$ cat src/rtl/core/bxavg_pkg.sv
`timescale 1ns / 1ps
// bxavg_pkg: shared types and constants for the box-average downscaler.
// No dependencies; imported by box_average_downsample_core and bxavg_div.
package bxavg_pkg;

  // Configuration register widths and codes
  localparam int FACT_W     = 5;
  localparam int WID_W      = 11;
  localparam int HGT_W      = 13;
  localparam int CFG_DATA_W = 13;
  localparam int CFG_IDX_W  = 2;

  localparam logic [FACT_W-1:0] RST_FACTOR = FACT_W'(1);
  localparam logic [WID_W-1:0]  RST_WIDTH  = WID_W'(1024);
  localparam logic [HGT_W-1:0]  RST_HEIGHT = HGT_W'(4096);

  typedef enum logic [CFG_IDX_W-1:0] {
    CFG_FACTOR = 2'd0,
    CFG_WIDTH  = 2'd1,
    CFG_HEIGHT = 2'd2
  } cfg_reg_e;

  // Frame geometry limits
  localparam int MAX_HEIGHT     = 4096;
  localparam int ROW_W          = $clog2(MAX_HEIGHT);
  localparam int DEF_MAX_WIDTH  = 1024;
  localparam int DEF_MAX_FACTOR = 16;

  // Datapath widths: pixel, row-segment sum, block sum, factor squared.
  // The block sum leaves headroom for offsets left out of step by a
  // mid-frame factor change (up to 31 row segments of 31 pixels).
  localparam int PIX_W = 8;
  localparam int HP_W  = 13;
  localparam int SUM_W = 18;
  localparam int FF_W  = 10;
  localparam int DCNT_W = $clog2(SUM_W + 1);

  localparam logic [PIX_W-1:0] PIX_MAX = '1;

  // Control sequencer states
  typedef enum logic [2:0] {
    ST_INIT,
    ST_IDLE,
    ST_ACC,
    ST_DIVW,
    ST_DIV
  } state_e;

  // Divisions run after reset or a configuration write
  typedef enum logic [1:0] {
    INIT_COLS,
    INIT_ROWS,
    INIT_CPOS,
    INIT_RPOS
  } init_step_e;

  // Divider request and response
  typedef struct packed {
    logic             start;
    logic [SUM_W-1:0] dividend;
    logic [FF_W-1:0]  divisor;
  } div_req_t;

  typedef struct packed {
    logic             done;
    logic [SUM_W-1:0] quot;
    logic [FF_W-1:0]  rem;
  } div_rsp_t;

endpackage

$ cat src/rtl/core/bxavg_div.sv
`timescale 1ns / 1ps
// bxavg_div: restoring divider, one quotient bit per cycle.
// Depends on bxavg_pkg (widths, request/response structs).
module bxavg_div import bxavg_pkg::*; (
  input  logic     clk_i,
  input  logic     rst_ni,
  input  div_req_t req_i,
  output div_rsp_t rsp_o
);

  logic [SUM_W-1:0]  quo_q, quo_d;
  logic [FF_W-1:0]   rem_q, rem_d;
  logic [FF_W-1:0]   dvs_q, dvs_d;
  logic [DCNT_W-1:0] cnt_q, cnt_d;
  logic              busy_q, busy_d;
  logic              done_q, done_d;
  logic [FF_W:0]     shifted;
  logic [FF_W:0]     diff;

  // Trial subtraction of one step
  assign shifted = {rem_q, quo_q[SUM_W-1]};
  assign diff    = shifted - {1'b0, dvs_q};

  always_comb begin
    quo_d  = quo_q;
    rem_d  = rem_q;
    dvs_d  = dvs_q;
    cnt_d  = cnt_q;
    busy_d = busy_q;
    done_d = 1'b0;
    if (req_i.start) begin
      // a new start aborts any division in flight
      quo_d  = req_i.dividend;
      rem_d  = '0;
      dvs_d  = req_i.divisor;
      cnt_d  = DCNT_W'(SUM_W);
      busy_d = 1'b1;
    end else if (busy_q) begin
      if (!diff[FF_W]) begin
        rem_d = diff[FF_W-1:0];
        quo_d = {quo_q[SUM_W-2:0], 1'b1};
      end else begin
        rem_d = shifted[FF_W-1:0];
        quo_d = {quo_q[SUM_W-2:0], 1'b0};
      end
      cnt_d = cnt_q - 1'b1;
      if (cnt_q == DCNT_W'(1)) begin
        busy_d = 1'b0;
        done_d = 1'b1;
      end
    end
  end

  // Control state
  always_ff @(posedge clk_i or negedge rst_ni) begin
    if (!rst_ni) begin
      cnt_q  <= '0;
      busy_q <= 1'b0;
      done_q <= 1'b0;
    end else begin
      cnt_q  <= cnt_d;
      busy_q <= busy_d;
      done_q <= done_d;
    end
  end

  // Operands and partial results
  always_ff @(posedge clk_i) begin
    quo_q <= quo_d;
    rem_q <= rem_d;
    dvs_q <= dvs_d;
  end

  assign rsp_o.done = done_q;
  assign rsp_o.quot = quo_q;
  assign rsp_o.rem  = rem_q;

endmodule

$ cat config.mk
export PLATFORM = sky130hd
export DESIGN_NAME = bxavg_div
export DESIGN_NICKNAME = d
export VERILOG_FILES = /design/src/rtl/core/bxavg_pkg.sv /design/src/rtl/core/bxavg_div.sv
export SDC_FILE = /design/constraint.sdc
export NUM_CORES = 1
export LEC_CHECK = 0
export ABC_AREA = 1
export BUFFER_PORTS_ARGS = -buffer_cell sky130_fd_sc_hd__buf_4
export CELL_PAD_IN_SITES_DETAIL_PLACEMENT = 2
export CELL_PAD_IN_SITES_GLOBAL_PLACEMENT = 2
export CORE_MARGIN = 3
export CORE_UTILIZATION = 25
export DETAILED_ROUTE_END_ITERATION = 7
export GPL_TIMING_DRIVEN = 0
export PLACE_DENSITY = 0.7
export SLEW_MARGIN = 20
export SYNTH_ARGS = -nofsm -noshare
export SYNTH_HDL_FRONTEND = slang
export SYNTH_SLANG_ARGS = --single-unit
$ cat constraint.sdc
create_clock -name clk_i -period 2.1 [get_ports clk_i]
set_clock_uncertainty 0.15 [all_clocks]
set_input_delay 0.315 -clock clk_i [delete_from_list [all_inputs] [get_ports clk_i]]
set_output_delay 0.315 -clock clk_i [all_outputs]
set_load 0.01 [all_outputs]
==> impl_metrics.csv, run 1 <==
group,metric,value,unit
setup_path,worstSetupPathType,"reg -> reg",
drt,drt-wirelength-per-cell,15.1,um
finish,drive_above_1_share,0.315,
placement,place_hpwl,5670,um
yosys,synthCells,308,
setup_path,worst-path-max-fanout,5,
clocking,htreeDepth,2,
clocking,clock_sinks,45,
setup_path,path_buf_inv,3,
clocking,clkLatencyLatePin,290,ps
yosys,synth.avg_cell_area,8.01,um^2
timing,slew_viol_final,0,
setup_path,startpoint,"dvs_q[4]",
drt,antenna_left,0,
yosys,yosys_warnings,0,
timing,hold_viol,0,
die,fp.dieW,105,um
power_and_ir_drop,p_total,4.21,mW
placement,io_buffers,59,
timing,max_freq,0.489,GHz
drt,drt-total-wl,7730,um
drt,via_per_inst,4.50,
die,core_area,9420,um^2
drt,wl_met3,455,um
timing,setup-violations-final,0,
setup_path,crit_arrival,1930,ps
clocking,clk_pin_slew_worst_paths,90,ps
die,ios,60,
timing,rsz0062_at_grt,"yes",
global_routing,grt_overflow_total,0,
power_and_ir_drop,power_density,1210,nW/um^2
finish,diodes,0,
clocking,cts-buffers-inserted,5,
setup_path,r2r_start,"dvs_q[4]",
flow_run,cap_violations,0,
clocking,cts-root-buf,"clkbuf_8",
worst_hold_path,min_from,"req_i[7]",
setup_path,cp.required,1990,ps
finish,area_growth,41.2,%
yosys,synth_area,2470,um^2
timing,final.setup.tns,0,ps
global_routing,antenna_found_initial,0,
die,rows,35,
yosys,yosysSeqAreaShare,0.493,
timing,fin_crit_sh,0.974,
die,die_h,105,um
power_and_ir_drop,leakage,1.73,nW
global_routing,grt_pass1_wl,12400,um
setup_path,cpLargestDelayFamily,"simple AND/OR/NAND/NOR gates",
setup_path,end_kind,"flop",
global_routing,grt_pass1_vias,2517,
global_routing,grt_max_degree,20,
timing,relSlewSlack,0.477,
setup_path,reg2reg_slack,50,ps
timing,final.min_clock_period,2050,ps
clocking,clock_path_buffers,2,
yosys,yosys.cell_types.count,24,
drt,drt_iter0_drc,57,
setup_path,crit_slowest_cell,"edfxtp_1",
drt,met1_length,3430,um
run_status,outcome,"completed",
finish,final_nets,427,
worst_hold_path,hold_class,"in -> reg",
die,start_util,0.262,
drt,dr.pass1.iters,4,
power_and_ir_drop,ir_worst_vdd,0.386,mV
die,die_area,11100,um^2
setup_path,crit_path_cell_trace,"inv_1 -> ha_4 -> nand2_2 -> inv_1 -> nand2_1 -> nand2_1 -> nand2_2 -> nand4_1 -> nand2_4 -> buf_8 -> o21ai_2",
drt,dr_wl_met2,3750,um
setup_path,max_stage_delay,370,ps
yosys,syn_nets,352,
clocking,cts_tree,"yes",
timing,tightest_slew,784,ps
drt,highest_layer,"met4",
setup_path,start_kind,"flop",
placement,gp_congestion,0.758,
drt,remaining_drc_errors,0,
finish,fillers,1078,
global_routing,grtUsageTotal,0.138,
yosys,ys_ff_latch,45,
drt,vias,2309,
[repair_timing]
item                                   4_1_cts  5_1_grt
cloned                                       1        0
endpoints found under the hold margin        7        0
resized for setup                           11       27
setup endpoints to repair                   10       11
pin swaps                                    4        8
buffers inserted                             3        4
hold buffers                                 1        0
[Yosys cell counts, drive strengths merged]
master / count / area, um^2
nand2: 132 / 523
inv: 46 / 173
edfxtp: 28 / 841
nand3: 22 / 120
nor2: 17 / 68.8
ha: 12 / 150
dfxtp: 10 / 200
a21oi: 9 / 48.8
dfrtp: 7 / 175
o21ai: 6 / 30.0
clkbuf: 5 / 18.8
nand4: 4 / 25.0
buf: 3 / 23.8
xor2: 3 / 26.3
xnor2: 2 / 17.5
a22oi: 1 / 7.51
fa: 1 / 20.0
[report_power, final]
group          switching, mW  total (mW)  leakage (nW)  internal [mW]
Sequential             0.184        1.30         0.462           1.12
Clock                  0.311       0.784        0.0681          0.473
Combinational           1.16        2.12          1.20          0.960
[final cells by class]
type | count | area [um^2] | area share
buffer | 8 | 46.3 | 0.0133
clock buffer | 5 | 68.8 | 0.0197
clock inverter | 3 | 65.1 | 0.0187
inverter | 46 | 173 | 0.0495
multi-input combinational | 209 | 1220 | 0.349
sequential | 45 | 1220 | 0.350
tap | 129 | 161 | 0.0463
timing repair buffer | 68 | 533 | 0.153
[worst paths after layout]
| check | to | cells after the start |
|---|---|---|
| min | dvs_q[7] | 1 |
| max reg2reg | quo_q[0] | 11 |
| max in group asynchronous | cnt_q[0] | 2 |
| min in group asynchronous | cnt_q[2] | 2 |
| max | quo_q[0] | 11 |
| min reg2reg | rem_q[0] | 2 |
[flip-flops by register name, indices dropped and copies added (netlist names)]
register and flops:
quo_q 18, dvs_q 10, rem_q 10, cnt_q 5
busy_q 1, done_q 1
[layout by cell type, fill, tap and decap left out, types with 2 or more instances in the layout]
| cell | count |
|---|---|
| dfrtp_1 | 7 |
| ha_1 | 3 |
| clkbuf_1 | 5 |
| nand2_2 | 15 |
| dfxtp_1 | 6 |
| ha_4 | 8 |
| dfxtp_2 | 4 |
| a21oi_1 | 7 |
| bufinv_16 | 2 |
| nand3_1 | 17 |
| o21ai_0 | 5 |
| clkbuf_8 | 5 |
| nand3_2 | 3 |
| inv_1 | 44 |
| nand4_1 | 4 |
| buf_4 | 67 |
| nand2_4 | 2 |
| inv_2 | 2 |
| nand3_4 | 2 |
| nand2_1 | 115 |
| edfxtp_1 | 28 |
| nor2_1 | 15 |
| xnor2_1 | 2 |
| xor2_1 | 3 |
[layer usage]
layer  vias to the layer above  global-route usage
met4                         0              0.0328
met3                         6              0.0398
met1                      1145               0.175
met5                         -                   0
met2                        50               0.230
li1                       1108                   -
[cells by family after synthesis]
group | share of synthesized area
simple gates | 0.299
fa+ha+maj | 0.0689
xor+xnor | 0.0177
compound gates | 0.0350
buf+inv | 0.0872
flops | 0.493
[metrics by stage]
step / instances / instance area (um^2) / utilization / hold slack (ps) / setup slack (ps)
after floorplan: 308 / 2470 / - / -131 / 32.9
after global placement: 496 / 3070 / 0.326 / -13.7 / -98.3
after detailed placement: 496 / 3070 / 0.326 / -14.4 / -161
after CTS: 509 / 3310 / 0.351 / 34.4 / -27.7
after global routing: 513 / 3490 / 0.370 / 27.4 / -68.4
final: 513 / 3490 / 0.370 / 43.9 / 54.0
Note: power is estimated with default switching activity, not from simulation.
==> run 2: changes to the inputs <==
Settings changed: CORE_MARGIN 3 to not set, CORE_UTILIZATION 25 to 31, CTS_BUF_LIST set to sky130_fd_sc_hd__clkbuf_4 sky130_fd_sc_hd__clkbuf_8, PLACE_DENSITY 0.7 to 0.84.
==> run 2 against run 1 <==
  * The run now ends with setup timing left
  * Critical path type unchanged
  * Register-to-register slack lost 130 ps
  * Hold slack lost 19 ps
  * First-iteration DRC count grew 32%
==> impl_metrics.csv, run 2 (synthesized netlist as in run 1, its figures left out) <==
group,metric,value,unit
clocking,cts-root-buf,"clkbuf_8",
global_routing,grt_max_degree,20,
power_and_ir_drop,leakage,1.72,nW
placement,gp_congestion,0.720,
finish,biggestRegsByFlops,"quo_q x18, dvs_q x10, rem_q x10",
power_and_ir_drop,p_total,4.37,mW
timing,slew_viol_final,0,
die,start_util,0.319,
timing,setup-violations-final,8,
worst_hold_path,hold_class,"in -> reg",
clocking,htreeDepth,2,
finish,diodes,0,
finish,final_nets,424,
finish,final_cell_mix,"112 x nand2_1, 63 x buf_4, 42 x inv_1",
clocking,clock_sinks,45,
drt,vias,2395,
drt,drt_iter0_drc,75,
finish,drive_above_1_share,0.325,
setup_path,startpoint,"rem_q[0]",
power_and_ir_drop,ir_worst_vdd,0.444,mV
setup_path,reg2reg_to,"rem_q[8]",
setup_path,start_kind,"flop",
worst_hold_path,min_to,"dvs_q[1]",
clocking,clock_path_buffers,2,
die,ios,60,
timing,final.setup.tns,-262,ps
drt,remaining_drc_errors,0,
timing,tightest_slew,776,ps
drt,drt-wirelength-per-cell,20.0,um
setup_path,worst-path-max-fanout,4,
setup_path,reg2reg_slack,-80,ps
finish,mostFrequentLayoutCell,"nand2_1",
clocking,clk_pin_slew_worst_paths,90,ps
timing,hold_viol,0,
die,die_area,8320,um^2
worst_hold_path,min_from,"req_i[1]",
run_status,outcome,"complete, but fails checks",
die,die_h,91.2,um
setup_path,crit_arrival,2280,ps
global_routing,grt_pass1_vias,2547,
finish,largest_reg_flops,18,
clocking,cts-buffers-inserted,5,
setup_path,cp.required,2200,ps
setup_path,r2r_start,"rem_q[0]",
die,rows,32,
die,core_area,7730,um^2
timing,final.min_clock_period,2180,ps
die,fp.dieW,91.2,um
global_routing,antenna_found_initial,0,
drt,via_per_inst,4.96,
timing,whs,24.8,ps
global_routing,grtUsageTotal,0.205,
global_routing,grt_overflow_total,0,
drt,drt-total-wl,9650,um
timing,rsz0062_at_grt,"yes",
timing,fin_crit_sh,1.04,
timing,relSlewSlack,0.482,
global_routing,grt_pass1_wl,13100,um
power_and_ir_drop,power_density,1270,nW/um^2
flow_run,cap_violations,0,
placement,place_hpwl,5630,um
clocking,cts_tree,"yes",
setup_path,r2r_cells,14,
setup_path,worstSetupPathType,"reg -> reg",
drt,antenna_left,0,
setup_path,end_kind,"flop",
worst_hold_path,whs_path_depth,1,
clocking,clkLatencyLatePin,310,ps
finish,regMostFlops,"quo_q",
placement,io_buffers,59,
drt,dr.pass1.iters,4,
finish,area_growth,39.1,%
run_status,violations,"setup timing",
timing,timing.final.ws_setup,-75.8,ps
timing,max_freq,0.460,GHz
finish,fillers,859,
[run 2: worst max-delay path by stage]
stage	endpoint	cells after the start
2_1_floorplan	quo_q[0]	10
3_3_place_gp	quo_q[0]	10
3_5_place_dp	quo_q[0]	10
4_1_cts	quo_q[0]	9
5_1_grt	rem_q[2]	10
6_report	rem_q[8]	14
[run 2: report_power, final]
| group | switching (mW) | internal (mW) | total, mW |
|---|---|---|---|
| sequential | 0.183 | 1.12 | 1.30 |
| combinational | 1.40 | 0.948 | 2.35 |
| clock | 0.330 | 0.388 | 0.717 |
[run 2: layer usage]
layer | up-vias | GRT usage | wire length, um
li1 | 1111 | - | -
met1 | 1190 | 0.227 | 3920
met2 | 72 | 0.384 | 5010
met3 | 22 | 0.0570 | 479
met4 | 0 | 0.0503 | 244
met5 | - | 0 | 0
[run 2: repair_timing]
item                                    CTS  global route
gates cloned                              1             0
gates resized for setup                  14            36
setup buffers                             3             1
hold endpoints to repair                  7             0
endpoints found under the setup margin   11            11
hold buffers                              1             0
pin swaps                                 4            11
[run 2: layout make-up]
| class | instances | area, um^2 | share of cell area |
|---|---|---|---|
| clock inverter | 2 | 37.5 | 0.0109 |
| inverter | 46 | 173 | 0.0503 |
| clock buffer | 6 | 82.6 | 0.0240 |
| timing repair buffer | 65 | 514 | 0.150 |
| tap | 102 | 128 | 0.0372 |
| buffer | 8 | 46.3 | 0.0135 |
| multi-input combinational | 209 | 1230 | 0.359 |
| sequential | 45 | 1220 | 0.355 |
[run 2: per-stage QoR]
step,cell area (um^2),util,worst slack (ps),cells
after floorplan,2470,-,32.9,308
after global placement,3040,0.393,-84.7,469
after detailed placement,3040,0.393,-173,469
after CTS,3280,0.425,-43.2,482
after global routing,3430,0.444,-212,483
final,3430,0.444,-75.8,483
[run 2: worst max-delay path, stage by stage, from the launching register on]
cell and delay (ps):
dfxtp_1 450, inv_1 140, fa_2 430, inv_2 120, buf_6 120, nand3_4 70
nand3_4 100, nand2_2 60, nand2_1 80, nand2_1 50, nand2_1 80, inv_1 60
nand2_1 70, nand3_1 70, nand2_1 70
